### config.mk
export PLATFORM = sky130hd
export DESIGN_NAME = arff_fifo
export DESIGN_NICKNAME = d
export VERILOG_FILES = /design/src/rtl/arff_fifo.sv
export SDC_FILE = /design/constraint.sdc
export NUM_CORES = 1
export LEC_CHECK = 0
export BUFFER_PORTS_ARGS = -buffer_cell sky130_fd_sc_hd__buf_2
export CAP_MARGIN = 20
export CORE_MARGIN = 8
export CORE_UTILIZATION = 52
export CTS_CLUSTER_DIAMETER = 200
export DETAILED_ROUTE_END_ITERATION = 7
export PLACE_DENSITY = 0.79
export SKIP_LAST_GASP = 1
export SYNTH_ARGS = -nofsm -noshare
export SYNTH_HDL_FRONTEND = slang
export SYNTH_SLANG_ARGS = --single-unit
### constraint.sdc
create_clock -name i_clk -period 3.3 [get_ports i_clk]
set_input_delay 0.66 -clock i_clk [delete_from_list [all_inputs] [get_ports i_clk]]
set_output_delay 0.66 -clock i_clk [all_outputs]
set_load 0.02 [all_outputs]
### src/rtl/arff_fifo.sv
`timescale 1ns / 1ps
`default_nettype none

module arff_fifo #(
    parameter int W = 8
) (
    input  wire logic         i_clk,
    input  wire logic         i_rst_n,
    input  wire logic         i_push,
    input  wire logic [W-1:0] i_data,
    output logic              o_full,
    input  wire logic         i_pop,
    output logic [W-1:0]      o_data,
    output logic              o_empty
);

    logic [W-1:0] r_mem [2];
    logic         r_wp;
    logic         r_rp;
    logic [1:0]   r_cnt;
    logic         push_ok;
    logic         pop_ok;

    assign o_full  = (r_cnt == 2'd2);
    assign o_empty = (r_cnt == 2'd0);
    assign push_ok = i_push && !o_full;
    assign pop_ok  = i_pop && !o_empty;
    assign o_data  = r_mem[r_rp];

    always_ff @(posedge i_clk) begin
        if (!i_rst_n) begin
            r_wp  <= 1'b0;
            r_rp  <= 1'b0;
            r_cnt <= 2'd0;
        end else begin
            if (push_ok) begin
                r_wp <= ~r_wp;
            end
            if (pop_ok) begin
                r_rp <= ~r_rp;
            end
            unique case ({push_ok, pop_ok})
                2'b10:   r_cnt <= r_cnt + 2'd1;
                2'b01:   r_cnt <= r_cnt - 2'd1;
                default: r_cnt <= r_cnt;
            endcase
        end
    end

    always_ff @(posedge i_clk) begin
        if (push_ok) begin
            r_mem[r_wp] <= i_data;
        end
    end

endmodule

`default_nettype wire

After elaboration in Yosys (flattened, before gate mapping)
Memory sizes are Yosys's and may differ from the RTL's. A register that Yosys moved wholly into a read port is not among the register bits.
Cells that the tools add are included.
Storage, ports and cells
  word-level logic and storage cells: 22
  output and inout bits: 10
  RAM bits: 16
  memories: 1
  bits in latches: 0
  flip-flop bits (word level): 4
  ROM bits: 0
Cells by class
  equal/unequal tests: 3
  multiply operators: 0
  shifts and indexed selects: 0
  add/subtract/negate cells: 2
  bitwise operators: 2
  mux-type cells: 5
  reductions and logical operators: 6
  divide/modulo/power cells: 0
  order comparisons: 0
Memory list
  r_mem: depth 2, bits a word 8, rd ports 1, clocked after memory_dff 1, write ports 1, RTL line 17  | logic [W-1:0] r_mem [2];
Operators by type and width (count)
  2-bit equality test, second input constant: 2
  1-bit two-way mux: 4
  2-bit one-hot mux with 2 select lines: 1
  2-bit by 1-bit adder with 2-bit output, second input constant: 1
  2-bit by 1-bit equality test with 1-bit output, second input constant: 1
  1-bit logical AND: 2
  1-bit zero test: 2
  2-bit zero test: 1
  1-bit NOT: 2
  2-bit nonzero test: 1
  2-bit by 1-bit subtractor with 2-bit output, second input constant: 1

Depth between registers and ports, before layout
  word-level depth: 5
  mapped depth: 6
  gate-level depth less buffers: 6

Least setup slack after synthesis
Ideal clock, no wire load.
  path kind: flip-flop to output port
  start point: reg (tool-made name)
  end point: out o_data[0]
  setup slack: 1657 ps
  arrival: 983 ps
  path buffers: 1
  required time: 2640 ps
  stages on the path, launching flop included: 3
  cell sequence: dfxtp_1 clkbuf_1 mux2_2
RTL lines
  end, declared: RTL line 13  | output logic [W-1:0] o_data,

==> flow_summary.ini <==
[sta]
slew_violations = 0
skew_ns = 0.00328
fmax_mhz = 496
worstMarginPinSlew_ns = 0.376
setup_viol = 0
slew_headroom = 0.750
setup_tns_ns = 0
rsz0062_at_grt = false
finalHoldViolCount = 0
fin_crit_ns = 2.02
fin_hold_ws_ns = 0.503
period_share = 0.611

[global_route]
grtUsageMet1 = 0.0973
antenna_found_initial = 0
met3_usage = 0.0479
grt_busiest_layer = met2
grt_max_degree = 12
grt_pass1_wl_mm = 2.20
grt_overflow_total = 0
track_usage = 0.0901
grt_pass1_vias = 515
grt_util_met2 = 0.141

[place]
place_hpwl_um = 989
io_buffers = 21
place.gp.congestion = 0.651

[clock_network]
cts_hold_buffers = 0
cts_max_level = 1
cts_made_buffers = 3
post_cts_resized = 0
clkTransAtPathRegs_ns = 0.10
cts_setup_buffers = 0
cts_sinks = 21
cts_tree = done
cts_buffer_depth = 2
worstSkewPairLatency_ns = 0.28
clockRootBuffer = clkbuf_4

[logic_synthesis]
syn-cell-area_um2 = 802
synth_cell_types = 17
ys_seq_elements = 21
yosysSeqAreaShare = 0.724
syn-num-nets = 65
synth_cells = 52
avgSynthCellArea_um2 = 15.4
yosys_warnings = 0

[worst_setup_path]
max_stage_delay_ns = 0.53
worstPathArrival_ns = 1.36
worst_path_max_delay_cell = dfxtp_1
critPathCaptureType = output pin
required_ns = 2.64
path_delay_family = flip-flops
worstSetupPathType = reg2out
worstSetupStartpointType = flop
worst-path-buf-inv = 1
path_cells = mux2_2 > buf_2
r2r_start = r_cnt[0]$_SDFFE_PN0P_
cp_max_fo = 8

[layout]
diodes = 0
drive_gt1_frac = 0.447
final_common_cell = buf_2
final_cell_mix = buf_2 (21), edfxtp_1 (16), mux2_2 (8)
final_nets = 90
area_delta_synth_final_pct = 18.4

[floorplanning]
start_util = 0.545
die_h_um = 55.3
rows = 14
die_area_mm2 = 0.00305
ios = 22
die_x_um = 55.3
coreArea_mm2 = 0.00147

[routing]
vias = 459
dr.pass1.iters = 4
vias_per_cell = 4.99
wire_per_inst_um = 13.8
wirelength_mm = 1.27
drt_iter0_drc = 7
postRouteAntennaNets = 0
drc = 0

[power_and_ir_drop]
total_power_mw = 0.755
power.density_mw_per_mm2 = 795
p_leak_nw = 0.388
ir_worst_vdd_v = 0.000389

[status]
status = finished, final reports clean

[flow_run]
drv_cap = 0

[min_path]
min_path_type = reg2reg
hp-start = r_wp$_SDFFE_PN0N_
==> per-stage QoR <==
step / util / cell area (um2) / cells / setup slack [ns]
final: 0.645 / 950 / 92 / 1.28
after global placement: 0.628 / 923 / 88 / 1.52
after CTS: 0.645 / 950 / 92 / 1.25
after detailed placement: 0.628 / 923 / 88 / 1.50
after floorplan: - / 802 / 52 / 1.66
after global routing: 0.645 / 950 / 92 / 1.20
==> kinds of logic after synthesis <==
group	share of synthesized area
and+or+nand+nor	0.0577
DFF	0.724
buffers and inverters	0.0234
xor gates and xnor gates	0.0328
adders and majority gates	0.0156
AOI/OAI and AO/OA	0.0343
muxes	0.112
==> cells in the mapped netlist <==
cell	number	area share
edfxtp_1	16	0.60
mux2_2	8	0.11
dfxtp_1	5	0.12
nor2_1	4	0.019
inv_1	3	0.014
a21oi_1	2	0.012
o21ai_0	2	0.012
or3_1	2	0.016
xnor2_1	2	0.022
and3_1	1	0.0078
clkbuf_1	1	0.0047
ha_1	1	0.016
inv_2	1	0.0047
nand2_1	1	0.0047
nand2b_2	1	0.011
o21a_1	1	0.0094
xor2_1	1	0.011
==> sequential cells by signal, indices dropped and copies added (netlist names), named ones only <==
register and flops:
r_mem 16, r_cnt 2, r_rp 1, r_wp 1
==> worst reg2reg max path: cells and delay by family, from the launching register on <==
kind	cells	cell delay, ns
buffers and inverters	2	0.30
and+or+nand+nor	2	0.50
DFF	1	0.43
==> where the power goes <==
group / total [mW] / switching, mW / internal (mW)
sequential: 0.379 / 0.0385 / 0.340
clock: 0.112 / 0.0655 / 0.0469
combinational: 0.264 / 0.147 / 0.117
total: 0.755 / 0.251 / 0.504
==> area by class of cell <==
cell class,count,area [um2]
inverter,4,15.0
tap,16,20.0
multi-input combinational,26,203
sequential,21,581
timing repair buffer,21,105
fill,128,522
clock buffer,4,26.3
==> layer usage <==
metal	share of wire	wire, um	up-vias
met5	0	0	-
met4	0.0095	12	0
met3	0.066	84	2
met2	0.49	622	12
met1	0.43	544	211
li1	-	-	234
==> path summary, 6_finish.rpt <==
check | to | slack (ns) | cells past startpoint
worst max-delay path | o_data[1] | 1.28 | 2
worst min-delay path | r_wp$_SDFFE_PN0N_ | 0.50 | 2
worst max register to register | r_mem[0][2]$_DFFE_PP_ | 1.76 | 4
worst min register to register | r_wp$_SDFFE_PN0N_ | 0.50 | 2
(Power assumes the default switching activity.)
