--- src/rtl/arff_pkg.sv ---
`timescale 1ns / 1ps
`default_nettype none

package arff_pkg;

    localparam logic CMD_EXT = 1'b0;
    localparam logic CMD_INT = 1'b1;

    typedef struct packed {
        logic signed [31:0] vxl;
        logic signed [31:0] vyl;
        logic signed [31:0] pl;
        logic [30:0]        cl;
        logic [30:0]        rhol;
        logic signed [31:0] vxr;
        logic signed [31:0] vyr;
        logic signed [31:0] pr;
        logic [30:0]        cr;
        logic [30:0]        rhor;
        logic [17:0]        nx;
        logic [17:0]        ny;
        logic [30:0]        sc;
    } t_pt;

    typedef struct packed {
        logic signed [31:0] fx;
        logic signed [31:0] fy;
        logic signed [31:0] fp;
        logic               fault;
    } t_res;

    localparam int PT_W  = $bits(t_pt);
    localparam int RES_W = $bits(t_res);

    typedef enum logic [5:0] {
        ST_IDLE, ST_M0, ST_M1, ST_M2, ST_M3, ST_M4, ST_M5, ST_M6, ST_CHK,
        ST_M8, ST_M9, ST_M10, ST_M11, ST_M12, ST_M13, ST_M14,
        ST_D0, ST_D1, ST_D1W, ST_C0, ST_C1, ST_C2,
        ST_X0, ST_X1, ST_X2, ST_X3, ST_X4,
        ST_Y0, ST_Y1, ST_Y2, ST_Y3, ST_Y4,
        ST_P0, ST_P1, ST_P2, ST_P3, ST_P4, ST_OUT
    } t_state;

    typedef enum logic [4:0] {
        OP_RHOL, OP_CL, OP_RHOR, OP_CR, OP_VXL, OP_VYL, OP_VXR, OP_VYR,
        OP_NX, OP_NY, OP_ZL, OP_ZR, OP_UNL, OP_UNR, OP_PL, OP_PR,
        OP_T, OP_DUN, OP_US, OP_PS, OP_Q, OP_RHOAVG, OP_C2, OP_SC
    } t_opnd;

    typedef enum logic [4:0] {
        WB_NONE, WB_ZL, WB_ZR, WB_T, WB_UNL, WB_UNR, WB_ACC, WB_UNNUM,
        WB_ACCADD, WB_PNUM, WB_C2, WB_FX, WB_FY, WB_FP, WB_US, WB_PS,
        WB_Q, WB_FAULT
    } t_wb;

    typedef enum logic [1:0] {
        DN_UNNUM, DN_PNUM, DN_T
    } t_dnum;

    typedef struct packed {
        t_opnd a_sel;
        t_opnd b_sel;
        t_wb   wb;
        logic  div_go;
        t_dnum dn_sel;
        logic  dd_rho;
        logic  pop;
        logic  push;
    } t_ctl;

endpackage

`default_nettype wire

--- src/rtl/arff_front.sv ---
`timescale 1ns / 1ps
`default_nettype none

module arff_front
    import arff_pkg::*;
(
    input  wire logic               i_clk,
    input  wire logic               i_rst_n,
    input  wire logic               i_push,
    output logic                    o_full,
    input  wire logic               i_command,
    input  wire logic signed [31:0] i_vel_x,
    input  wire logic signed [31:0] i_vel_y,
    input  wire logic signed [31:0] i_pressure,
    input  wire logic [30:0]        i_sound_speed,
    input  wire logic [30:0]        i_density,
    input  wire logic signed [17:0] i_normal_x,
    input  wire logic signed [17:0] i_normal_y,
    input  wire logic [30:0]        i_face_scale,
    input  wire logic               i_q_full,
    output logic                    o_enq,
    output t_pt                     o_pt
);

    logic signed [31:0] r_vx;
    logic signed [31:0] r_vy;
    logic signed [31:0] r_p;
    logic [30:0]        r_c;
    logic [30:0]        r_rho;
    logic               acc;

    assign o_full = i_q_full;
    assign acc    = i_push && !i_q_full;
    assign o_enq  = acc && (i_command == CMD_INT);

    // exterior state, held until the next store
    always_ff @(posedge i_clk) begin
        if (!i_rst_n) begin
            r_vx  <= '0;
            r_vy  <= '0;
            r_p   <= '0;
            r_c   <= '0;
            r_rho <= '0;
        end else if (acc && (i_command == CMD_EXT)) begin
            r_vx  <= i_vel_x;
            r_vy  <= i_vel_y;
            r_p   <= i_pressure;
            r_c   <= i_sound_speed;
            r_rho <= i_density;
        end
    end

    always_comb begin
        o_pt.vxl  = i_vel_x;
        o_pt.vyl  = i_vel_y;
        o_pt.pl   = i_pressure;
        o_pt.cl   = i_sound_speed;
        o_pt.rhol = i_density;
        o_pt.vxr  = r_vx;
        o_pt.vyr  = r_vy;
        o_pt.pr   = r_p;
        o_pt.cr   = r_c;
        o_pt.rhor = r_rho;
        o_pt.nx   = i_normal_x;
        o_pt.ny   = i_normal_y;
        o_pt.sc   = i_face_scale;
    end

endmodule

`default_nettype wire

--- config.mk ---
export PLATFORM = sky130hd
export DESIGN_NAME = arff_front
export DESIGN_NICKNAME = d
export VERILOG_FILES = /design/src/rtl/arff_pkg.sv /design/src/rtl/arff_front.sv
export SDC_FILE = /design/constraint.sdc
export NUM_CORES = 1
export LEC_CHECK = 0
export BUFFER_PORTS_ARGS = -buffer_cell sky130_fd_sc_hd__buf_2
export CORE_AREA = 2 2 241 243
export CTS_CLUSTER_DIAMETER = 60
export DETAILED_ROUTE_END_ITERATION = 8
export DIE_AREA = 0 0 243 245
export PLACE_DENSITY = 0.39
export SETUP_SLACK_MARGIN = 0.4
export SLEW_MARGIN = 20
export SYNTH_ARGS = -nofsm -noshare
export SYNTH_HDL_FRONTEND = slang
export SYNTH_SLANG_ARGS = --single-unit
--- constraint.sdc ---
create_clock -name i_clk -period 1.2 [get_ports i_clk]
set_input_delay 0.24 -clock i_clk [delete_from_list [all_inputs] [get_ports i_clk]]
set_output_delay 0.24 -clock i_clk [all_outputs]
set_load 0.005 [all_outputs]
Word level (Yosys, flattened, before mapping)

Cells that the tools add are included.

Bits of input ports: 230
Logic and storage cells: 10
Register bits: 158
Output and inout port bits: 385

Reduce and logical (&&, ||, !) cells: 4
Bitwise gates (word level): 1

Operators by type and width:

| kind              | number |
|---|---|
| 1-bit logical AND | 3 |
| 1-bit logical NOT | 1 |
| 1-bit inverter    | 1 |

Logic depth before layout (Yosys ltp)

Depth in word-level cells: 3
Mapped depth: 5
Gate-level depth less buffers: 2

Least setup slack after synthesis

Ideal clock, no wire load.

Path type: input -> register
Start point: input port i_q_full
End point: register r_vx[10]
Setup time: 72 ps
Path buffers: 3
Path slack: 118 ps
Stages on the path: 5
Data arrival time: 1011 ps
Required time: 1128 ps
Cells stage by stage: nor3b_2 buf_4 buf_6 buf_8 mux2i_1

Longest elaborated chain between the ends: 3

RTL lines:

| what                 | line             | RTL |
|---|---|---|
| start, declared      | arff_front.sv:20 | `input wire logic i_q_full,` |
| 1-bit logical NOT    | arff_front.sv:33 | `assign acc = i_push && !i_q_full;` |
| 1-bit logical AND    | arff_front.sv:33 |  |
| 1-bit logical AND    | arff_front.sv:44 | `end else if (acc && (i_command == CMD_EXT)) begin` |
| end signal, assigned | arff_front.sv:45 | `r_vx <= i_vel_x;` |
| end, declared        | arff_front.sv:25 | `logic signed [31:0] r_vx;` |

No other way between the ends.
A chain may end at the register's enable or synchronous reset.

Worst setup path after layout

Start point: input port i_q_full
End point: register r_p[12]

Longest elaborated chain between the ends: 3

RTL lines:

| what                 | line             | RTL |
|---|---|---|
| 1-bit logical NOT    | arff_front.sv:33 |  |
| 1-bit logical AND    | arff_front.sv:33 |  |
| 1-bit logical AND    | arff_front.sv:44 |  |
| end signal, assigned | arff_front.sv:47 | `r_p <= i_pressure;` |
| end, declared        | arff_front.sv:27 | `logic signed [31:0] r_p;` |

No other way between the ends.

==> key figures <==
Final layout
  • Layout area overhead: 72.4%
  • FILL cells: 6246
  • Commonest non-fill, non-tap cell in the layout: buf_2
  • Layout cell share with drive strength beyond 1: 55.4%
  • Final non-filler cell total: 2163
  • Multi-input gate area: 2800 um^2
  • FF/Latch Area: 3360 um^2
  • Most frequent cells in the layout: buf_2, nand2_1, dfxtp_2, mux2i_1, dlygate4sd3_1
  • Nets: 1615
  • Antenna Cells: 0

Setup path
  • Worst setup EP type: register
  • Slowest stage delay, CP: 0.21 ns
  • Reg2reg end: r_vx[16]
  • R2R setup slack: 0.42 ns
  • R2R depth: 4
  • R2r startpoint: r_vx[16]
  • Required time worst endpoint: 1.59 ns
  • Critical Path AT: 1.58 ns
  • CP cell instances: buf_8 > buf_6 > nor3b_4 > buf_12 > buf_12 > buf_16 > buf_12 > buf_12 > buf_16 > mux2i_2
  • Crit Path Class: in -> reg
  • Most frequent CP cell: buf_12
  • Startpoint Class: primary input
  • CP max FO: 5
  • Slowest cell on crit path: nor3b_4

Synth
  • Ys Warns: 0
  • Largest area contributor in the synthesized netlist: dfxtp_1
  • Yosys top cell area share: 39.5%
  • Avg Inst Size Synth: 8.77 um^2
  • Top area cells in the synthesized netlist: dfxtp_1, buf_4, mux2i_1
  • Number of synthesized register bits: 158
  • Post-synthesis sequential area ratio: 39.5%
  • Unique masters post-synth: 10
  • Mapped Nets: 1143
  • Cell count after synthesis: 913
  • Post-Syn Area: 8010 um^2

Power and ir drop
  • IR drop worst, VDD: 1.11 mV
  • Leak Pwr: 6.18 nW
  • Pwr Total: 14.1 mW
  • Cell Pwr Density: 1020 nW/um^2

Min path
  • Hold Path Cell Cnt: 3
  • Worst hold path type: in -> reg
  • Hold_sp: i_density[27]
  • Hold Path Sink: r_rho[27]

Global routing
  • GRT Util Overall: 9.11%
  • First-pass GRT wire length: 40300 um
  • Largest net degree at the start of global routing: 39
  • Initial antenna violation count: 1
  • Grt ovf: 0
  • Vias in the first global route: 7106

Place
  • Worst slack at placement: -0.204 ns
  • Port bufs: 480
  • Inst Count DP: 1928
  • Post-DP HPWL: 18700 um
  • Routability cong.: 0.772

Timing
  • Setup_tns: 0 ns
  • Clk_skew: 0 ns
  • Endpoints failing setup: 0
  • Final Hold Fails: 0
  • Slew Viols, Final: 0
  • Tmin final: 1.20 ns
  • Worst slew pin tran: 0.234 ns
  • Max-Slew Margin vs Limit: 84.4%
  • Fmax: 0.835 GHz
  • Final setup margin: 0.00290 ns
  • Fin crit share: 99.8%
  • RSZ-0062 raised after global routing: yes

Floorplan
  • Die Y: 245 um
  • Starting density of the core: 14.0%
  • Row count: 88
  • Die W: 243 um
  • Placeable Area: 57000 um^2
  • # IOs: 615
  • Die footprint: 59500 um^2

Routing
  • Routed Antenna Nets: 0
  • Via/cell ratio: 3.40
  • Starting DRT DRC Count: 143
  • WL final: 28100 um
  • Drc violations: 0
  • Routed len/inst: 13.0 um
  • Vias: 7356
  • Pre-antenna DRT Iters: 4

Clocking
  • TritonCTS clock tree: yes
  • Root Buffer: clkbuf_16
  • Num CTS Buffers: 17
  • CTS clock-pin slew for the worst setup and hold paths: 0.07 ns
  • Clk Latency, worst-skew pair: 0.47 ns
  • Clock Path Buffers: 2
  • Sink Count: 158
  • H-tree Lvls: 4

Outcome
  • Status: complete, no violations

Run
  • Max-cap violations: 0
worst max-delay path: cells and delay by family:
family | cells | cell delay [ns]
buffers and inverters | 8 | 0.93
muxes | 1 | 0.20
and+or+nand+nor | 1 | 0.21
layout make-up:
type,count,area share [%]
clock inverters,15,1.52
well taps,765,6.94
flip-flops and latches,158,24.4
clock buffers,17,3.08
multi-input cells,476,20.3
repair buffers,732,43.8
cells by family after synthesis:
group                  count (synthesis)  share of synthesized area [%]
DFF                                  158                           39.5
buffers and inverters                279                           25.6
muxes                                158                           19.8
and+or+nand+nor                      318                           15.1
power breakdown:
| group | switching [mW] | total (mW) | internal (mW) |
|---|---|---|---|
| Combinational | 0.991 | 2.50 | 1.51 |
| Clock | 2.53 | 6.05 | 3.52 |
| Sequential | 0.118 | 5.58 | 5.46 |
| Total | 3.64 | 14.1 | 10.5 |
metrics by stage:
stage | utilization [%] | hold slack, ns | cell area, um^2
floorplan | - | 0.382 | 8050
global placement | 17.2 | 0.441 | 9790
detailed placement | 17.2 | 0.444 | 9790
CTS | 23.5 | 0.00958 | 13400
global route | 24.2 | 0.0417 | 13800
finish | 24.2 | 0.0633 | 13800
synth_stat cells:
| master | number |
|---|---|
| nand2_1 | 316 |
| mux2i_1 | 158 |
| buf_4 | 234 |
| buf_2 | 9 |
| buf_8 | 3 |
| nor3b_2 | 1 |
| clkbuf_1 | 22 |
| buf_6 | 11 |
| dfxtp_1 | 158 |
| and3b_1 | 1 |
state kept, by name (all words and copies together), names as in the netlist:
| name | flops |
|---|---|
| r_vx | 32 |
| r_c | 31 |
| r_vy | 32 |
| r_rho | 31 |
| r_p | 32 |
worst max path at each step:
stage / start / endpoint / slack, ns / cells after the start
2_1_floorplan: i_q_full / r_c[0] / 0.12 / 5
3_3_place_gp: i_q_full / r_p[27] / -0.19 / 5
3_5_place_dp: i_q_full / r_p[20] / -0.20 / 5
4_1_cts: r_rho[19] / o_pt[86] / -0.07 / 1
5_1_grt: r_rho[19] / o_pt[86] / -0.06 / 1
6_report: i_q_full / r_p[12] / 0.003 / 10
metal layers:
| layer | wire length (um) | global-route usage, % | vias up |
|---|---|---|---|
| met5 | 0 | 0 | - |
| met4 | 920 | 5.40 | 0 |
| met3 | 2020 | 3.49 | 47 |
| met2 | 14100 | 15.4 | 302 |
| met1 | 11100 | 9.66 | 3382 |
| li1 | - | - | 3625 |
what timing repair did:
item | CTS | global route
pin swaps | 1 | 1
cloned | 12 | 1
setup buffers | 22 | 16
hold endpoints to repair | 152 | 0
hold buffers | 152 | 0
setup endpoints to repair | 281 | 318
gates resized for setup | 289 | 43
(Power assumes the default switching activity.)
