File: src/rtl/arff_pkg.sv
`timescale 1ns / 1ps
`default_nettype none

package arff_pkg;

    localparam logic CMD_EXT = 1'b0;
    localparam logic CMD_INT = 1'b1;

    typedef struct packed {
        logic signed [31:0] vxl;
        logic signed [31:0] vyl;
        logic signed [31:0] pl;
        logic [30:0]        cl;
        logic [30:0]        rhol;
        logic signed [31:0] vxr;
        logic signed [31:0] vyr;
        logic signed [31:0] pr;
        logic [30:0]        cr;
        logic [30:0]        rhor;
        logic [17:0]        nx;
        logic [17:0]        ny;
        logic [30:0]        sc;
    } t_pt;

    typedef struct packed {
        logic signed [31:0] fx;
        logic signed [31:0] fy;
        logic signed [31:0] fp;
        logic               fault;
    } t_res;

    localparam int PT_W  = $bits(t_pt);
    localparam int RES_W = $bits(t_res);

    typedef enum logic [5:0] {
        ST_IDLE, ST_M0, ST_M1, ST_M2, ST_M3, ST_M4, ST_M5, ST_M6, ST_CHK,
        ST_M8, ST_M9, ST_M10, ST_M11, ST_M12, ST_M13, ST_M14,
        ST_D0, ST_D1, ST_D1W, ST_C0, ST_C1, ST_C2,
        ST_X0, ST_X1, ST_X2, ST_X3, ST_X4,
        ST_Y0, ST_Y1, ST_Y2, ST_Y3, ST_Y4,
        ST_P0, ST_P1, ST_P2, ST_P3, ST_P4, ST_OUT
    } t_state;

    typedef enum logic [4:0] {
        OP_RHOL, OP_CL, OP_RHOR, OP_CR, OP_VXL, OP_VYL, OP_VXR, OP_VYR,
        OP_NX, OP_NY, OP_ZL, OP_ZR, OP_UNL, OP_UNR, OP_PL, OP_PR,
        OP_T, OP_DUN, OP_US, OP_PS, OP_Q, OP_RHOAVG, OP_C2, OP_SC
    } t_opnd;

    typedef enum logic [4:0] {
        WB_NONE, WB_ZL, WB_ZR, WB_T, WB_UNL, WB_UNR, WB_ACC, WB_UNNUM,
        WB_ACCADD, WB_PNUM, WB_C2, WB_FX, WB_FY, WB_FP, WB_US, WB_PS,
        WB_Q, WB_FAULT
    } t_wb;

    typedef enum logic [1:0] {
        DN_UNNUM, DN_PNUM, DN_T
    } t_dnum;

    typedef struct packed {
        t_opnd a_sel;
        t_opnd b_sel;
        t_wb   wb;
        logic  div_go;
        t_dnum dn_sel;
        logic  dd_rho;
        logic  pop;
        logic  push;
    } t_ctl;

endpackage

`default_nettype wire

File: src/rtl/arff_div.sv
`timescale 1ns / 1ps
`default_nettype none

module arff_div #(
    parameter int FRAC_BITS = 16
) (
    input  wire logic               i_clk,
    input  wire logic               i_rst_n,
    input  wire logic               i_start,
    input  wire logic signed [31:0] i_num,
    input  wire logic [30:0]        i_den,
    output logic                    o_done,
    output logic signed [31:0]      o_q
);

    localparam int XW = 33 + FRAC_BITS;
    localparam int QB = 33;
    localparam int CW = $clog2(QB + 1);

    logic          r_busy;
    logic          r_done;
    logic [CW-1:0] r_cnt;
    logic [31:0]   r_rem;
    logic [QB-1:0] r_x;
    logic [QB-1:0] r_q;
    logic [30:0]   r_d;
    logic          r_neg;
    logic signed [31:0] r_qo;

    logic [31:0]   n_mag;
    logic [XW-1:0] x;
    logic          ovf;
    logic [32:0]   rem2;
    logic          ge;
    logic [32:0]   rem_n;
    logic [QB-1:0] qf;

    function automatic logic signed [31:0] satq(logic [QB-1:0] m, logic neg);
        logic signed [31:0] v;
        if (neg) begin
            v = (m > 33'h0_8000_0000) ? 32'sh8000_0000 : -$signed(m[31:0]);
        end else begin
            v = (m > 33'h0_7FFF_FFFF) ? 32'sh7FFF_FFFF : $signed(m[31:0]);
        end
        return v;
    endfunction

    // rounded dividend: |n| << frac plus half the divisor
    assign n_mag = i_num[31] ? 32'(-i_num) : 32'(i_num);
    assign x     = (XW'(n_mag) << FRAC_BITS) + XW'(i_den[30:1]);
    assign ovf   = 64'(x) >= {i_den, 33'b0};
    assign rem2  = {r_rem, r_x[QB-1]};
    assign ge    = rem2 >= 33'(r_d);
    assign rem_n = ge ? rem2 - 33'(r_d) : rem2;
    assign qf    = {r_q[QB-2:0], ge};

    assign o_done = r_done;
    assign o_q    = r_qo;

    always_ff @(posedge i_clk) begin
        if (!i_rst_n) begin
            r_busy <= 1'b0;
            r_done <= 1'b0;
            r_cnt  <= '0;
        end else begin
            r_done <= 1'b0;
            if (i_start) begin
                r_neg <= i_num[31];
                r_d   <= i_den;
                r_x   <= x[QB-1:0];
                r_rem <= 32'(x[XW-1:QB]);
                r_q   <= '0;
                r_cnt <= CW'(QB);
                if (ovf) begin
                    r_qo   <= satq('1, i_num[31]);
                    r_done <= 1'b1;
                end else begin
                    r_busy <= 1'b1;
                end
            end else if (r_busy) begin
                r_rem <= rem_n[31:0];
                r_x   <= {r_x[QB-2:0], 1'b0};
                r_q   <= qf;
                r_cnt <= r_cnt - CW'(1);
                if (r_cnt == CW'(1)) begin
                    r_busy <= 1'b0;
                    r_done <= 1'b1;
                    r_qo   <= satq(qf, r_neg);
                end
            end
        end
    end

endmodule

`default_nettype wire

File: src/rtl/arff_back.sv
`timescale 1ns / 1ps
`default_nettype none

module arff_back
    import arff_pkg::*;
#(
    parameter int FRAC_BITS = 16
) (
    input  wire logic i_clk,
    input  wire logic i_rst_n,
    input  wire logic i_q_empty,
    input  wire t_pt  i_pt,
    output logic      o_pop,
    input  wire logic i_out_full,
    output logic      o_push,
    output t_res      o_res
);

    t_state r_state;
    t_state n_state;
    t_ctl   ctl;

    t_pt                r_pt;
    logic signed [31:0] r_zl, r_zr, r_t, r_unl, r_unr;
    logic signed [33:0] r_acc;
    logic signed [31:0] r_unnum, r_pnum, r_us, r_ps, r_q, r_c2;
    logic signed [31:0] r_fx, r_fy, r_fp;
    logic               r_fault;
    logic [63:0]        r_p;
    logic               r_pneg;

    logic signed [31:0] m;
    logic signed [31:0] a_v, b_v;
    logic [31:0]        ma, mb;
    logic [63:0]        prod;
    logic signed [31:0] dp, dun;
    logic [31:0]        rsum;
    logic [30:0]        rho_avg;
    logic [32:0]        zs;
    logic [30:0]        den;
    logic               fault;
    logic [32:0]        cs;
    logic               div_done;
    logic signed [31:0] div_q;
    logic signed [31:0] div_n;
    logic [30:0]        div_d;

    function automatic logic signed [31:0] sat34(logic signed [33:0] v);
        logic signed [31:0] r;
        if (v > 34'sd2147483647) begin
            r = 32'sh7FFF_FFFF;
        end else if (v < -34'sd2147483648) begin
            r = 32'sh8000_0000;
        end else begin
            r = v[31:0];
        end
        return r;
    endfunction

    function automatic logic signed [31:0] rnd(logic [63:0] p, logic neg);
        logic [63:0]        t;
        logic signed [31:0] r;
        t = (p + (64'd1 << (FRAC_BITS - 1))) >> FRAC_BITS;
        if (neg) begin
            r = (t > 64'h8000_0000) ? 32'sh8000_0000 : -$signed(t[31:0]);
        end else begin
            r = (t > 64'h7FFF_FFFF) ? 32'sh7FFF_FFFF : $signed(t[31:0]);
        end
        return r;
    endfunction

    function automatic logic signed [31:0] pick(t_opnd s);
        logic signed [31:0] v;
        unique case (s)
            OP_RHOL:   v = $signed({1'b0, r_pt.rhol});
            OP_CL:     v = $signed({1'b0, r_pt.cl});
            OP_RHOR:   v = $signed({1'b0, r_pt.rhor});
            OP_CR:     v = $signed({1'b0, r_pt.cr});
            OP_VXL:    v = r_pt.vxl;
            OP_VYL:    v = r_pt.vyl;
            OP_VXR:    v = r_pt.vxr;
            OP_VYR:    v = r_pt.vyr;
            OP_NX:     v = $signed({{14{r_pt.nx[17]}}, r_pt.nx});
            OP_NY:     v = $signed({{14{r_pt.ny[17]}}, r_pt.ny});
            OP_ZL:     v = r_zl;
            OP_ZR:     v = r_zr;
            OP_UNL:    v = r_unl;
            OP_UNR:    v = r_unr;
            OP_PL:     v = r_pt.pl;
            OP_PR:     v = r_pt.pr;
            OP_T:      v = r_t;
            OP_DUN:    v = dun;
            OP_US:     v = r_us;
            OP_PS:     v = r_ps;
            OP_Q:      v = r_q;
            OP_RHOAVG: v = $signed({1'b0, rho_avg});
            OP_C2:     v = r_c2;
            OP_SC:     v = $signed({1'b0, r_pt.sc});
            default:   v = '0;
        endcase
        return v;
    endfunction

    assign m       = rnd(r_p, r_pneg);
    assign dp      = sat34(34'(r_pt.pl) - 34'(r_pt.pr));
    assign dun     = sat34(34'(r_unl) - 34'(r_unr));
    assign rsum    = 32'(r_pt.rhol) + 32'(r_pt.rhor);
    assign rho_avg = rsum[31:1];
    assign zs      = {1'b0, r_zl} + {1'b0, r_zr};
    assign den     = (zs[32:31] != 2'b00) ? 31'h7FFF_FFFF : zs[30:0];
    assign fault   = (den == 31'd0) || (rho_avg == 31'd0);
    assign cs      = {1'b0, r_t} + {1'b0, m};

    always_comb begin
        a_v = pick(ctl.a_sel);
        b_v = pick(ctl.b_sel);
    end
    assign ma   = a_v[31] ? 32'(-a_v) : 32'(a_v);
    assign mb   = b_v[31] ? 32'(-b_v) : 32'(b_v);
    assign prod = 64'(ma) * 64'(mb);

    always_comb begin
        unique case (ctl.dn_sel)
            DN_UNNUM: div_n = r_unnum;
            DN_PNUM:  div_n = r_pnum;
            DN_T:     div_n = r_t;
            default:  div_n = r_t;
        endcase
    end
    assign div_d = ctl.dd_rho ? rho_avg : den;

    arff_div #(
        .FRAC_BITS(FRAC_BITS)
    ) u_div (
        .i_clk   (i_clk),
        .i_rst_n (i_rst_n),
        .i_start (ctl.div_go),
        .i_num   (div_n),
        .i_den   (div_d),
        .o_done  (div_done),
        .o_q     (div_q)
    );

    // next state
    always_comb begin
        n_state = r_state;
        unique case (r_state)
            ST_IDLE: if (!i_q_empty) n_state = ST_M0;
            ST_M0:   n_state = ST_M1;
            ST_M1:   n_state = ST_M2;
            ST_M2:   n_state = ST_M3;
            ST_M3:   n_state = ST_M4;
            ST_M4:   n_state = ST_M5;
            ST_M5:   n_state = ST_M6;
            ST_M6:   n_state = ST_CHK;
            ST_CHK:  n_state = fault ? ST_OUT : ST_M8;
            ST_M8:   n_state = ST_M9;
            ST_M9:   n_state = ST_M10;
            ST_M10:  n_state = ST_M11;
            ST_M11:  n_state = ST_M12;
            ST_M12:  n_state = ST_M13;
            ST_M13:  n_state = ST_M14;
            ST_M14:  n_state = ST_D0;
            ST_D0:   if (div_done) n_state = ST_D1;
            ST_D1:   n_state = ST_D1W;
            ST_D1W:  if (div_done) n_state = ST_C0;
            ST_C0:   n_state = ST_C1;
            ST_C1:   n_state = ST_C2;
            ST_C2:   n_state = ST_X0;
            ST_X0:   n_state = ST_X1;
            ST_X1:   n_state = ST_X2;
            ST_X2:   if (div_done) n_state = ST_X3;
            ST_X3:   n_state = ST_X4;
            ST_X4:   n_state = ST_Y0;
            ST_Y0:   n_state = ST_Y1;
            ST_Y1:   n_state = ST_Y2;
            ST_Y2:   if (div_done) n_state = ST_Y3;
            ST_Y3:   n_state = ST_Y4;
            ST_Y4:   n_state = ST_P0;
            ST_P0:   n_state = ST_P1;
            ST_P1:   n_state = ST_P2;
            ST_P2:   n_state = ST_P3;
            ST_P3:   n_state = ST_P4;
            ST_P4:   n_state = ST_OUT;
            ST_OUT:  if (!i_out_full) n_state = ST_IDLE;
            default: n_state = ST_IDLE;
        endcase
    end

    // control per step: operands issued now, product of the previous step written back
    always_comb begin
        ctl        = '0;
        ctl.a_sel  = OP_T;
        ctl.b_sel  = OP_T;
        ctl.wb     = WB_NONE;
        ctl.dn_sel = DN_T;
        unique case (r_state)
            ST_IDLE: ctl.pop = !i_q_empty;
            ST_M0:   begin ctl.a_sel = OP_RHOL; ctl.b_sel = OP_CL; end
            ST_M1:   begin ctl.wb = WB_ZL; ctl.a_sel = OP_RHOR; ctl.b_sel = OP_CR; end
            ST_M2:   begin ctl.wb = WB_ZR; ctl.a_sel = OP_VXL; ctl.b_sel = OP_NX; end
            ST_M3:   begin ctl.wb = WB_T; ctl.a_sel = OP_VYL; ctl.b_sel = OP_NY; end
            ST_M4:   begin ctl.wb = WB_UNL; ctl.a_sel = OP_VXR; ctl.b_sel = OP_NX; end
            ST_M5:   begin ctl.wb = WB_T; ctl.a_sel = OP_VYR; ctl.b_sel = OP_NY; end
            ST_M6:   ctl.wb = WB_UNR;
            ST_CHK: begin
                if (fault) begin
                    ctl.wb = WB_FAULT;
                end
                ctl.a_sel = OP_ZL;
                ctl.b_sel = OP_UNL;
            end
            ST_M8:   begin ctl.wb = WB_ACC; ctl.a_sel = OP_ZR; ctl.b_sel = OP_UNR; end
            ST_M9:   begin ctl.wb = WB_UNNUM; ctl.a_sel = OP_ZR; ctl.b_sel = OP_PL; end
            ST_M10:  begin ctl.wb = WB_ACC; ctl.a_sel = OP_ZL; ctl.b_sel = OP_PR; end
            ST_M11:  begin ctl.wb = WB_ACCADD; ctl.a_sel = OP_ZL; ctl.b_sel = OP_ZR; end
            ST_M12:  ctl.wb = WB_T;
            ST_M13:  begin ctl.a_sel = OP_T; ctl.b_sel = OP_DUN; end
            ST_M14: begin
                ctl.wb     = WB_PNUM;
                ctl.div_go = 1'b1;
                ctl.dn_sel = DN_UNNUM;
            end
            ST_D0:   if (div_done) ctl.wb = WB_US;
            ST_D1:   begin ctl.div_go = 1'b1; ctl.dn_sel = DN_PNUM; end
            ST_D1W:  if (div_done) ctl.wb = WB_PS;
            ST_C0:   begin ctl.a_sel = OP_CL; ctl.b_sel = OP_CL; end
            ST_C1:   begin ctl.wb = WB_T; ctl.a_sel = OP_CR; ctl.b_sel = OP_CR; end
            ST_C2:   begin ctl.wb = WB_C2; ctl.a_sel = OP_PS; ctl.b_sel = OP_NX; end
            ST_X0:   ctl.wb = WB_T;
            ST_X1:   begin ctl.div_go = 1'b1; ctl.dn_sel = DN_T; ctl.dd_rho = 1'b1; end
            ST_X2:   if (div_done) ctl.wb = WB_Q;
            ST_X3:   begin ctl.a_sel = OP_Q; ctl.b_sel = OP_SC; end
            ST_X4:   begin ctl.wb = WB_FX; ctl.a_sel = OP_PS; ctl.b_sel = OP_NY; end
            ST_Y0:   ctl.wb = WB_T;
            ST_Y1:   begin ctl.div_go = 1'b1; ctl.dn_sel = DN_T; ctl.dd_rho = 1'b1; end
            ST_Y2:   if (div_done) ctl.wb = WB_Q;
            ST_Y3:   begin ctl.a_sel = OP_Q; ctl.b_sel = OP_SC; end
            ST_Y4:   begin ctl.wb = WB_FY; ctl.a_sel = OP_RHOAVG; ctl.b_sel = OP_C2; end
            ST_P0:   ctl.wb = WB_T;
            ST_P1:   begin ctl.a_sel = OP_T; ctl.b_sel = OP_US; end
            ST_P2:   ctl.wb = WB_T;
            ST_P3:   begin ctl.a_sel = OP_T; ctl.b_sel = OP_SC; end
            ST_P4:   ctl.wb = WB_FP;
            ST_OUT:  ctl.push = !i_out_full;
            default: ctl.wb = WB_NONE;
        endcase
    end

    assign o_pop  = ctl.pop;
    assign o_push = ctl.push;
    always_comb begin
        o_res.fx    = r_fx;
        o_res.fy    = r_fy;
        o_res.fp    = r_fp;
        o_res.fault = r_fault;
    end

    always_ff @(posedge i_clk) begin
        if (!i_rst_n) begin
            r_state <= ST_IDLE;
        end else begin
            r_state <= n_state;
        end
    end

    always_ff @(posedge i_clk) begin
        r_p    <= prod;
        r_pneg <= a_v[31] ^ b_v[31];
        if (ctl.pop) begin
            r_pt    <= i_pt;
            r_fault <= 1'b0;
        end
        unique case (ctl.wb)
            WB_ZL:     r_zl <= m;
            WB_ZR:     r_zr <= m;
            WB_T:      r_t <= m;
            WB_UNL:    r_unl <= sat34(34'(r_t) + 34'(m));
            WB_UNR:    r_unr <= sat34(34'(r_t) + 34'(m));
            WB_ACC:    r_acc <= 34'(m);
            WB_UNNUM:  r_unnum <= sat34(r_acc + 34'(m) + 34'(dp));
            WB_ACCADD: r_acc <= r_acc + 34'(m);
            WB_PNUM:   r_pnum <= sat34(r_acc + 34'(m));
            WB_C2:     r_c2 <= $signed(cs[32:1]);
            WB_FX:     r_fx <= m;
            WB_FY:     r_fy <= m;
            WB_FP:     r_fp <= m;
            WB_US:     r_us <= div_q;
            WB_PS:     r_ps <= div_q;
            WB_Q:      r_q <= div_q;
            WB_FAULT: begin
                r_fx    <= '0;
                r_fy    <= '0;
                r_fp    <= '0;
                r_fault <= 1'b1;
            end
            default:   r_t <= r_t;
        endcase
    end

endmodule

`default_nettype wire

File: config.mk
export PLATFORM = sky130hd
export DESIGN_NAME = arff_back
export DESIGN_NICKNAME = d
export VERILOG_FILES = /design/src/rtl/arff_pkg.sv /design/src/rtl/arff_div.sv /design/src/rtl/arff_back.sv
export SDC_FILE = /design/constraint.sdc
export NUM_CORES = 2
export LEC_CHECK = 0
export CORE_MARGIN = 2
export CORE_UTILIZATION = 60
export DETAILED_ROUTE_END_ITERATION = 12
export DONT_BUFFER_PORTS = 1
export HOLD_SLACK_MARGIN = 0.06
export PLACE_DENSITY = 0.75
export SLEW_MARGIN = 25
export SYNTH_ARGS = -nofsm -noshare
export SYNTH_HDL_FRONTEND = slang
export SYNTH_SLANG_ARGS = --single-unit
export TNS_END_PERCENT = 50
File: constraint.sdc
create_clock -name i_clk -period 57.4 [get_ports i_clk]
set_input_delay 11.48 -clock i_clk [delete_from_list [all_inputs] [get_ports i_clk]]
set_output_delay 11.48 -clock i_clk [all_outputs]
set_load 0.02 [all_outputs]
* Yosys cells after proc, flatten, opt, wreduce, memory -nomap -nowiden
Cells that the tools add are included.
W data, S select, Z words.
** Word-level totals
- Bits in registers :: 1106
- Latch bits :: 0
- Memory bits (writable) :: 0
- Bits in read-only memories :: 0
- Bits of input ports :: 387
- Output and inout port bits :: 99
- Word-level logic and storage cells :: 280
- Memories :: 0
** Operators by class
- $add $sub $neg :: 17
- $mul :: 1
- Div/mod/pow operators :: 0
- $lt $le $gt $ge :: 16
- Equal/unequal tests :: 110
- Shift operators :: 0
- Mux-type cells :: 65
- Bitwise operators :: 2
- Reductions and logical operators :: 26
** Operators by type and width (number)
- $pmux W32 S24 :: 2
- $mux W32 :: 25
- $pmux W32 S2 :: 4
- $pmux W6 S38 :: 1
- $pmux W10 S20 :: 1
- $neg A32 Y32 :: 5
- $gt A33 B32 Y1 const B :: 4
- $eq A5 B4 Y1 const B :: 24
- $add A32 B32 Y33 :: 3
- $lt A33 B32 Y1 const B :: 3
- $eq A6 B5 Y1 const B :: 16
- $eq A5 B5 Y1 const B :: 18
- $pmux W5 S17 :: 1
- $add A34 B32 Y34 :: 2
- $gt A34 B32 Y1 const B :: 2
- $lt A34 B32 Y1 const B :: 2
- $pmux W34 S2 :: 1
- $mux W33 :: 2
- $sub A32 B32 Y33 :: 2
- $add A64 B16 Y64 const B :: 1
- $ge A49 B64 Y1 :: 1
- $mul A32 B32 Y64 :: 1
- $logic_not A31 Y1 :: 2
- $mux W31 :: 2
- 38 further kinds :: 112

* Logic depth before layout (Yosys ltp)
- Depth after elaboration :: 11
- Mapped depth :: 53
- Gate-level depth less buffers :: 50

* Modules after synthesis
From an unflattened synthesis, not the netlist that was laid out.
** Unflattened totals
- Cell total of the unflattened synthesis :: 9604
- Area, all modules :: 96209.8 µm²
** Modules (own cells, without submodules)
- arff_back :: instances 1, cells an instance 8394, area each 84074.4 µm², seq. area each 27116.0 µm²
- arff_div :: instances 1, cells an instance 1210, area each 12135.4 µm², seq. area each 4994.8 µm²

* Least setup slack after synthesis
OpenSTA, ideal clock, no wires.
- Path type :: in2out
- From :: input port i_q_empty
- To :: output port o_pop
- Data arrival time :: 38.174 ns
- Setup slack :: 7.746 ns
- Stages :: 1
- Cells stage by stage :: nor3_1
** Between the ends
- Longest elaborated chain between the ends :: 2
** Ends and longest elaborated chain
- from (decl) :: line arff_back.sv:11 : input wire logic i_q_empty,
- $logic_not A1 Y1 :: line arff_back.sv:198 : ST_IDLE: ctl.pop = !i_q_empty;
- $mux W1 :: line arff_back.sv:197 : unique case (r_state)
- to (decl) :: line arff_back.sv:13 : output logic o_pop,
Every way passes these cells.

* Worst setup path after layout
Same ends and word-level chain as after synthesis.

==> run_results.csv <==
group,metric,value,unit
worst_setup_path,crit_type,"input pin to output port",
worst_setup_path,r2r_slack,41590,ps
placed_design,dp_hpwl,293000,um
synthesis,avgSynthCellArea,9.98,um2
final_layout,drive_gt1_frac,0.0702,
run_status,status,"complete, no violations",
grt,grt_pass1_vias,77500,
worst_setup_path,cp.depth,2,
final_layout,mostFrequentLayoutCells,"inv_1, edfxtp_1, fa_1",
hold_path,whs_path_depth,2,
timing,rsz0062_at_grt,"false",
worst_setup_path,r2r-end,"r_p[63]",
final_layout,area_growth,8.31,%
routing,drc,0,
timing,skew,59.2,ps
placed_design,numPortBuffers,0,
floorplanning,start_util,0.604,
timing,min_period,23830,ps
grt,grtUsageTotal,0.469,
timing,finalSetupTns,0,ps
routing,dr_total_vias,77900,
worst_setup_path,crit_chain,"nor3_2 -> buf_4",
clocking,clk_latency,810,ps
synthesis,ys_seq_area_frac,0.341,
floorplanning,io_pins,486,
synthesis,synth_seq_cells,1091,
clocking,post_cts_buffers,0,
clocking,clockRootBuffer,"clkbuf_16",
timing,relSlewSlack,0.187,
grt,grt_pass1_wl,539000,um
routing,first_pass_iters,9,
clocking,cts.path.max_buffers,3,
worst_setup_path,cp_top_family,"buffers and inverters",
grt,gr-total-overflow,0,
routing,dr.first_iter.drc_count,11000,
worst_setup_path,rr_worst_depth,41,
final_layout,nNetsFinal,11200,
synthesis,synth_edf_count,1026,
timing,finalSetupViolCount,0,
hold_path,hp-class,"flop to flop",
flow_run,maxCapViolCount,0,
floorplanning,rows,145,
grt,grt_max_degree,181,
synthesis,ys_warn_count,0,
grt,antenna_found_initial,32,
final_layout,final_common_cell,"inv_1",
routing,finalWirelength,377000,um
clocking,cts_made_buffers,115,
routing,wl_per_cell,32.6,um
worst_setup_path,critPathBufInv,1,
clocking,postCtsResizedCells,0,
clocking,cts_hold_buf,0,
routing,via_per_inst,6.74,
synthesis,syn_nets,11300,
worst_setup_path,startpoint_type,"input pin",
synthesis,synth_ff_type,"edfxtp_1",
timing,fmax,42.0,MHz
timing,hold_viol,0,
synthesis,ys_async_sr_fraction,0,
floorplanning,coreArea,156000,um2
clocking,cts.sinks,1091,
synthesis,synth_area,94200,um2
synthesis,syn_inst,9443,
routing,postRouteAntennaNets,0,
synthesis,yosysUniqueCellTypes,114,
placed_design,globalplace.congestion,1.10,
worst_setup_path,cp_max_fo,47,
clocking,cts.reportedPaths.clkPinSlew,60,ps
worst_setup_path,cp_slowest_stage_delay,570,ps
clocking,cts_tree,"done",
floorplanning,fp.dieW,400,um
floorplanning,die_y,400,um
worst_setup_path,worstPathArrival,12350,ps
worst_setup_path,critPathRequiredTime,45920,ps
worst_setup_path,endpoint,"o_pop",
timing,worstMarginPinSlew,1220,ps
clocking,h-tree-depth,3,
worst_setup_path,reg2reg_from,"r_state[5]",
timing,fin_crit_sh,0.415,
floorplanning,dieArea,160000,um2
worst_setup_path,end_kind,"output port",
timing,final_max_slew_viol_count,0,
worst_setup_path,critPathLaunch,"i_q_empty",
worst_setup_path,slowest_stage,"buf_4",
cell usage after synthesis, types with 56 or more instances:
cell type / count / share of area
a211oi_1: 63 / 0.0050
a21o_1: 152 / 0.012
a21oi_1: 494 / 0.026
a221oi_1: 56 / 0.0052
a222oi_1: 78 / 0.0083
a22oi_1: 163 / 0.013
and2_1: 59 / 0.0039
and3_1: 102 / 0.0068
buf_2: 77 / 0.0041
clkbuf_1: 278 / 0.011
dfxtp_1: 65 / 0.014
edfxtp_1: 1026 / 0.33
fa_1: 904 / 0.19
ha_1: 555 / 0.074
inv_1: 1325 / 0.053
nand2_1: 878 / 0.035
nand2b_1: 102 / 0.0068
nand3_1: 162 / 0.0086
nand4_1: 102 / 0.0068
nor2_1: 866 / 0.034
nor2b_1: 62 / 0.0041
nor3_1: 119 / 0.0063
o21a_1: 73 / 0.0058
o21ai_0: 329 / 0.017
xnor2_1: 279 / 0.026
xor2_1: 180 / 0.017
metrics by stage:
step	hold slack, ps	setup slack [ps]	cell area (um2)	std cells	util
4_1_cts	512	33640	102000	11500	0.653
3_3_place_gp	487	33640	97800	11300	0.627
5_1_grt	543	33510	102000	11500	0.654
2_1_floorplan	440	7750	94200	9443	-
6_report	513	33570	102000	11600	0.654
3_5_place_dp	496	33660	97900	11300	0.627
cell families after synthesis:
| group | after synthesis | share of synthesized area |
|---|---|---|
| adder cells (fa/ha/maj) | 1490 | 0.269 |
| AO/OA/AOI/OAI | 1919 | 0.138 |
| AND/OR/NAND/NOR | 2700 | 0.133 |
| XOR/XNOR | 464 | 0.0436 |
| buffers and inverters | 1732 | 0.0709 |
| flip-flops | 1091 | 0.341 |
| multiplexers | 46 | 0.00490 |
| other | 1 | 0.0000398 |
registers in the layout, indices dropped and copies added, names as in the netlist, 33 cells and up:
register and count:
r_pt 383, r_p 49, r_acc 34, u_div.r_x 33
metal layers:
layer	GRT usage	up-vias	routed length [um]
met3	0.168	1510	52700
met5	0	-	104
li1	-	32400	-
met1	0.577	38200	130000
met4	0.368	16	38300
met2	0.673	5857	156000
layout make-up:
cell class,count,area (um2)
Clock inverter,72,1030
Multi-Input combinational cell,6620,56600
Sequential cell,1091,32100
Antenna cell,16,40.0
Inverter,1333,5000
Fill cell,12200,53900
Timing Repair Buffer,229,1750
Clock buffer,138,3010
Tap cell,2058,2570
worst min-delay path by stage:
stage,startpoint,to,slack [ps]
floorplan,r_fault,r_fault,440
global placement,u_div.r_x[16],u_div.r_x[17],490
detailed placement,u_div.r_x[16],u_div.r_x[17],500
CTS,u_div.r_x[19],u_div.r_x[20],510
global route,u_div.r_x[3],u_div.r_x[4],540
finish,u_div.r_x[24],u_div.r_x[25],510
Power is not shown: default switching activity piles up to over one toggle a cycle in this logic, so the estimate is an artifact.
